$ cat src/rtl/core/rau_pkg.sv
`default_nettype none
// ----------------------------------------------------------------------------
// rau_pkg: shared types and constants of the rational arithmetic unit
// Opcodes and the command/status bundles between controller and datapath.
// ----------------------------------------------------------------------------
package rau_pkg;
	localparam int W = 32;

	typedef enum logic [2:0] {
		OP_ADD = 3'd0,
		OP_SUB = 3'd1,
		OP_MUL = 3'd2,
		OP_DIV = 3'd3,
		OP_INV = 3'd4
	} op_t;

	typedef enum logic [2:0] {
		DC_NONE,
		DC_LOAD,    // latch operands
		DC_MUL,     // cross products into n/d
		DC_NORM,    // start normalize: magnitudes, sign
		DC_GCD,     // one gcd step
		DC_DSTART,  // start the two divisions
		DC_DSTEP,   // one division bit
		DC_FIN      // apply sign, quotients into n/d
	} dcmd_kind_t;

	typedef struct packed {
		dcmd_kind_t kind;
		logic       sel;  // DC_MUL: 0 first product set, 1 divide second pass
	} dcmd_t;

	typedef struct packed {
		logic nzero;     // numerator zero
		logic gcd_done;
		logic div_done;
	} dstat_t;
endpackage
`default_nettype wire

$ cat src/rtl/core/rau_ctrl.sv
`default_nettype none
// ----------------------------------------------------------------------------
// rau_ctrl: sequencer of the rational arithmetic unit
// Handshakes, opcode flow, gcd and division loop control.
// ----------------------------------------------------------------------------
module rau_ctrl (
	input  wire logic            clk,
	input  wire logic            arst_n,
	input  wire logic            s_tvalid,
	output logic                 s_tready,
	input  wire logic [2:0]      opcode,
	output logic                 m_tvalid,
	input  wire logic            m_tready,
	input  wire rau_pkg::dstat_t stat,
	output rau_pkg::dcmd_t       cmd
);
	import rau_pkg::*;

	typedef enum logic [3:0] {
		S_IDLE, S_MUL, S_NORM, S_GCD, S_DSTART, S_DIV, S_FIN, S_OUT
	} state_t;

	state_t state_q;
	logic   second_q, div_q, busy_out;

	assign busy_out = m_tvalid && !m_tready;
	assign s_tready = (state_q == S_IDLE);

	always_comb begin
		cmd.sel = second_q;
		unique case (state_q)
			S_IDLE:   cmd.kind = (s_tvalid && s_tready) ? DC_LOAD : DC_NONE;
			S_MUL:    cmd.kind = DC_MUL;
			S_NORM:   cmd.kind = stat.nzero ? DC_NONE : DC_NORM;
			S_GCD:    cmd.kind = stat.gcd_done ? DC_DSTART : DC_GCD;
			S_DSTART: cmd.kind = DC_NONE;
			S_DIV:    cmd.kind = stat.div_done ? DC_FIN : DC_DSTEP;
			default:  cmd.kind = DC_NONE;
		endcase
	end

	always_ff @(posedge clk or negedge arst_n) begin
		if (!arst_n) begin
			state_q <= S_IDLE; m_tvalid <= 1'b0; second_q <= 1'b0; div_q <= 1'b0;
		end else begin
			priority if (state_q == S_OUT && !busy_out) m_tvalid <= 1'b1;
			else if (m_tvalid && m_tready) m_tvalid <= 1'b0;
			unique case (state_q)
				S_IDLE: if (s_tvalid && s_tready) begin
					second_q <= 1'b0;
					div_q <= (opcode == OP_DIV);
					if (opcode == OP_DIV || opcode == OP_INV) state_q <= S_NORM;
					else if (opcode > OP_INV) state_q <= S_OUT;
					else state_q <= S_MUL;
				end
				S_MUL:  state_q <= S_NORM;
				S_NORM: state_q <= stat.nzero ? S_FIN : S_GCD;
				S_GCD:  if (stat.gcd_done) state_q <= S_DIV;
				S_DIV:  if (stat.div_done) state_q <= S_FIN;
				S_FIN:  begin
					if (div_q && !second_q) begin
						second_q <= 1'b1; state_q <= S_MUL;
					end else state_q <= S_OUT;
				end
				S_OUT: if (!busy_out) begin
					state_q <= S_IDLE;
				end
				default: state_q <= S_IDLE;
			endcase
		end
	end

	a_one_out: assert property (@(posedge clk) disable iff (!arst_n)
		(state_q == S_OUT && !busy_out) |=> m_tvalid) else $error("result lost");
	a_no_accept_busy: assert property (@(posedge clk) disable iff (!arst_n)
		(state_q != S_IDLE) |-> !s_tready) else $error("accept while busy");
	a_second_div: assert property (@(posedge clk) disable iff (!arst_n)
		second_q |-> div_q) else $error("second pass without divide");
endmodule
`default_nettype wire

$ cat config.mk
export PLATFORM = sky130hd
export DESIGN_NAME = rau_ctrl
export DESIGN_NICKNAME = d
export VERILOG_FILES = /design/src/rtl/core/rau_pkg.sv /design/src/rtl/core/rau_ctrl.sv
export SDC_FILE = /design/constraint.sdc
export NUM_CORES = 1
export LEC_CHECK = 0
export CELL_PAD_IN_SITES_DETAIL_PLACEMENT = 0
export CELL_PAD_IN_SITES_GLOBAL_PLACEMENT = 1
export CORE_UTILIZATION = 30
export CTS_CLUSTER_SIZE = 12
export DETAILED_ROUTE_END_ITERATION = 6
export DONT_BUFFER_PORTS = 1
export MAX_ROUTING_LAYER = met4
export PLACE_DENSITY_LB_ADDON = 0.1
export SYNTH_ARGS = -nofsm -noshare
export SYNTH_HDL_FRONTEND = slang
export SYNTH_SLANG_ARGS = --single-unit
$ cat constraint.sdc
create_clock -name clk -period 3.7 [get_ports clk]
set_clock_uncertainty 0.15 [all_clocks]
set_input_delay 0.74 -clock clk [delete_from_list [all_inputs] [get_ports clk]]
set_output_delay 0.74 -clock clk [all_outputs]
set_load 0.03 [all_outputs]
==> impl_metrics.tcl, run 1 <==
set metrics [dict create \
    status "completed" \
    htree_levels 1 \
    maxCapViolations 0 \
    ys.warnings.count 0 \
    area_growth_pct 3.92 \
    postLayoutCoreUtil 0.344 \
    cts_sinks 6 \
    fp.dieH_um 43.3 \
    ios 16 \
    fp.dieW_um 43.3 \
    synth-seq-cells 6 \
    antennaDiodeCount 0 \
    yosys.area.top_type "dfrtp_1" \
    netlist_area_um2 510 \
    synth_top_area_share 0.294 \
    cp_slowest_cell "dfrtp_1" \
    netlist_top_cells_count "8 x o21ai_0, 6 x dfrtp_1, 5 x nand2_1" \
    layout_setup_ws_ns 1.11 \
    grt_pass1_wl_um 2010 \
    cp-start-kind "register" \
    p_per_area_mw_per_mm2 1030 \
    synth_edf_count 0 \
    stdcell_count 78 \
    critical_path_class "register to output pin" \
    slowest_delay_ns 0.58 \
    cp_top_family "flip-flops" \
    yosysUniqueCellTypes 32 \
    core_mm2 0.00154 \
    rsz0062_at_grt "false" \
    worstPathRequired_ns 2.81 \
    worst_hold_path_type "input port to asynchronous set/reset pin" \
    ctsResizeCount 0 \
    worst_pin_slew_ns 0.982 \
    post-cts-setup-buffers 0 \
    path_max_fanout 12 \
    path_cells "inv_2, o21ai_0, nor2_1, o32ai_1, buf_4" \
    avgViaCountPerCell 5.77 \
    start_util 0.331 \
    dpl.cell_count 75 \
    synth-main-ff-cell "dfrtp_1" \
    slew_headroom 0.340 \
    syn-instance-count 61 \
    synth.most_common_cell "o21ai_0" \
    grt_pass1_vias 446 \
    drt_pre_antenna_iters 4 \
    die-area_mm2 0.00187 \
    vias 450 \
    antenna_found_initial 0 \
    synthTopCellsByArea "dfrtp_1 29%, o21ai_0 7.8%, buf_6 4.4%" \
    drtAntennaViolNets 0 \
    async_flop_share 1.00 \
    drc 0 \
    path_buf_inv 2 \
    yosysSeqAreaShare 0.294 \
    num_rows 14 \
    dp_slack_ns 1.33 \
    cts.path.max_buffers 2 \
    overflow 0 \
    cp_data_arrival_time_ns 1.70 \
    hold_viol_final 0 \
    layout_min_cycle_time_ns 2.59 \
    setup_viol 0 \
    grt_use_total 0.148 \
    drive_gt1_frac 0.210 \
    cts_buffers 3 \
    place_congestion 0.758 \
    clk_pin_slew_ns 0.04 \
    cts_tree "yes" \
    fill_cells 175 \
    max_freq_ghz 0.386 \
    cts_root_buf "clkbuf_4" \
    peakVddDrop_mv 0.373 \
    hpwl_um 916 \
    wirelength_um 1180 \
    p_leak_uw 0.000218 \
    clock_latency_ns 0.24 \
    drt_iter0_markers 9 \
    finalSetupTns_ns 0 \
    slew_violations 0 \
    ctsHoldBuffers 0 \
    syn_area_per_cell_um2 8.37 \
    port-buffer-count 0 \
    endpoint_kind "output pin" \
    synthesis.nets 71 \
    wire_per_inst_um 15.2 \
    grt_max_degree 15 \
    nets 74 \
    period_share 0.699 \
]
[where the power goes]
| part | leakage (uW) | total [uW] | switching (uW) | internal [uW] |
|---|---|---|---|---|
| clock | 0.0000138 | 58.3 | 21.7 | 36.6 |
| sequential | 0.0000761 | 180 | 84.0 | 96.1 |
| combinational | 0.000128 | 309 | 181 | 129 |
[path summary, 6_finish.rpt]
path                       startpoint    endpoint  slack [ns]  depth (start not counted)
setup / recovery           state_q[1]      cmd[1]        1.11                          5
hold reg to reg                 div_q       div_q        0.41                          2
setup reg to reg           state_q[0]  state_q[0]        1.54                          4
max in group asynchronous      arst_n  state_q[1]        3.29                          0
min in group clk                div_q       div_q        0.41                          2
hold / removal                 arst_n  state_q[2]        0.04                          0
[cells by family after synthesis]
logic type,synth area share
compound gates,0.289
simple gates,0.257
buf+inv,0.103
flops,0.294
mux,0.0392
xor+xnor,0.0172
[per-stage QoR]
step                      power (uW)  hold slack [ns]  instance area [um^2]
after detailed placement         492            0.295                   508
after global routing             597           0.0286                   531
after global placement           499            0.295                   508
after floorplan                  452            0.294                   510
final                            548           0.0417                   531
after CTS                        553           0.0316                   531
[layer usage]
| metal | up-vias | part of all wire | GRT usage |
|---|---|---|---|
| met5 | - | 0 | - |
| met4 | 0 | 0.0068 | 0.0909 |
| met3 | 2 | 0.052 | 0.0255 |
| met2 | 12 | 0.48 | 0.218 |
| met1 | 211 | 0.46 | 0.188 |
| li1 | 225 | - | - |
[sequential cells by signal, summed over array words and instances, names as in the netlist]
signal and count:
div_q 1, second_q 1, state_q 3, m_tvalid 1
[cell usage in the layout (no fill, tap or decap), types with 2 or more instances in the layout]
cell,Yosys,routed
nand2_1,5,5
nor3_1,2,2
mux2i_1,2,2
and3_1,2,2
nand2b_1,3,3
clkbuf_4,0,3
o21ai_0,8,8
buf_4,2,2
inv_1,3,3
a21oi_1,4,4
nor2_1,2,2
dfrtp_1,6,6
[area by class of cell]
| cell class | instances | area [um^2] | area share |
|---|---|---|---|
| tap | 16 | 20.0 | 0.0377 |
| sequential | 6 | 150 | 0.283 |
| clock buffer | 3 | 22.5 | 0.0425 |
| timing repair buffer | 2 | 15.0 | 0.0283 |
| multi-input combinational | 47 | 308 | 0.580 |
| inverter | 4 | 15.0 | 0.0283 |
[worst register-to-register path, delay by kind of cell, from the launching register on]
family          cells  cell delay (ns)
compound gates      1             0.15
flops               1             0.54
simple gates        3             1.24
Note: power is estimated with default switching activity, not from simulation.
==> run 2: changes to the inputs <==
Clock period 3.7 ns to 2.54 ns, I/O delays scaled along.
==> run 2 against run 1 <==
Critical endpoint is now cmd[2]. Sequential share of layout area shrank 1.6 points. Sequential power grew 41%. Critical path depth shrank 2. Largest power group unchanged. Via count grew 1.8%. Largest cell class unchanged. Die area is the same. Total power grew 54%. Register-to-register slack lost 0.80 ns. Cell count grew 5.1%. Combinational power grew 62%.
==> impl_metrics.tcl, run 2 (same netlist as run 1, synthesis figures left out) <==
set metrics [dict create \
    max_freq_ghz 0.452 \
    worst_pin_slew_ns 0.509 \
    layout_min_cycle_time_ns 2.21 \
    rsz0062_at_grt "false" \
    maxCapViolations 0 \
    grt_use_total 0.156 \
    cts_root_buf "clkbuf_4" \
    finalSetupTns_ns 0 \
    cts_sinks 6 \
    wirelength_um 1270 \
    start_util 0.331 \
    die-area_mm2 0.00187 \
    cts.path.max_buffers 2 \
    hpwl_um 992 \
    report.power.total_uw 842 \
    ctsResizeCount 0 \
    ctsHoldBuffers 1 \
    worst-r2r-cell-count 5 \
    slew_violations 0 \
    final_common_cell "o21ai_0" \
    grt_pass1_wl_um 2100 \
    timing.rr.end "state_q[0]" \
    grt_pass1_vias 464 \
    htree_levels 1 \
    cp_data_arrival_time_ns 1.55 \
    avgViaCountPerCell 5.59 \
    endpoint_kind "output pin" \
    fill_cells 168 \
    area_growth_pct 10.3 \
    place_congestion 0.720 \
    path_max_fanout 14 \
    drc 0 \
    period_share 0.870 \
    layout_setup_ws_ns 0.330 \
    status "completed" \
    hold_viol_final 0 \
    drtAntennaViolNets 0 \
    fp.dieW_um 43.3 \
    critical_path_class "register to output pin" \
    overflow 0 \
    regArea_um2 150 \
    drt_pre_antenna_iters 4 \
    final_cell_mix "8 x o21ai_0, 6 x dfrtp_1, 5 x nand2_1, 5 x buf_4, 4 x a21oi_1" \
    port-buffer-count 0 \
    cts_tree "yes" \
    slew_headroom 0.661 \
    worstReg2RegStart "state_q[0]" \
    p_per_area_mw_per_mm2 1490 \
    worstPathRequired_ns 1.88 \
    fp.dieH_um 43.3 \
    antenna_found_initial 0 \
    wire_per_inst_um 15.5 \
    min-delay-start "opcode[2]" \
    cp-start-kind "register" \
    antennaDiodeCount 0 \
    holdPathEnd "div_q" \
    p_leak_uw 0.000237 \
    clock_latency_ns 0.25 \
    setup_viol 0 \
    ios 16 \
    cts_buffers 3 \
    worst_hold_path_type "input port to register" \
    nets 78 \
    grt_max_degree 15 \
    largest_register "state_q" \
    dp_slack_ns 0.579 \
    post-cts-setup-buffers 0 \
    multi_input_area_um2 308 \
    largest_reg_flops 3 \
    core_mm2 0.00154 \
    drt_iter0_markers 8 \
    peakVddDrop_mv 0.674 \
    drive_gt1_frac 0.242 \
    clk_pin_slew_ns 0.04 \
    rrSetupSlack_ns 0.74 \
    whs_path_depth 1 \
    num_rows 14 \
    vias 458 \
]
## run 2: area by class of cell
| class | count | area share |
|---|---|---|
| clock buffer | 3 | 0.0400 |
| inverter | 4 | 0.0267 |
| multi-input combinational | 47 | 0.547 |
| sequential | 6 | 0.267 |
| tap | 16 | 0.0356 |
| timing repair buffer | 6 | 0.0844 |
## run 2: critical path, cell delays in order (launching register included)
cell     delay [ns]
dfrtp_1        0.56
or2_4          0.35
o31ai_1        0.20
buf_4          0.20
## run 2: worst max-delay path by stage
stage / start / end / slack, ns / cells after the start
after floorplan: state_q[1] / cmd[1] / 0.23 / 5
after detailed placement: state_q[1] / cmd[1] / 0.58 / 5
after global placement: state_q[0] / cmd[2] / 0.60 / 3
after global routing: state_q[1] / cmd[1] / 0.17 / 5
after CTS: state_q[1] / cmd[1] / 0.31 / 5
final: state_q[0] / cmd[2] / 0.33 / 3
## run 2: metrics by stage
stage / util / hold slack, ns / instance area, um^2 / cells
2_1_floorplan: - / 0.0624 / 510 / 61
3_3_place_gp: 0.344 / 0.0625 / 531 / 78
3_5_place_dp: 0.344 / 0.0625 / 531 / 78
4_1_cts: 0.365 / 0.204 / 563 / 82
5_1_grt: 0.365 / 0.201 / 563 / 82
6_report: 0.365 / 0.212 / 563 / 82
## run 2: routing by layer
metal | GRT usage | part of all wire | up-vias
met3 | 0.0426 | 0.034 | 0
met2 | 0.248 | 0.48 | 10
met1 | 0.198 | 0.49 | 211
met4 | 0.0364 | 0 | 0
li1 | - | - | 237
met5 | - | 0 | -
## run 2: power by group
group | leakage, uW | switching [uW] | total [uW] | internal [uW]
Combinational | 0.000147 | 282 | 500 | 217
Sequential | 0.0000761 | 112 | 253 | 140
Clock | 0.0000138 | 35.9 | 89.4 | 53.6
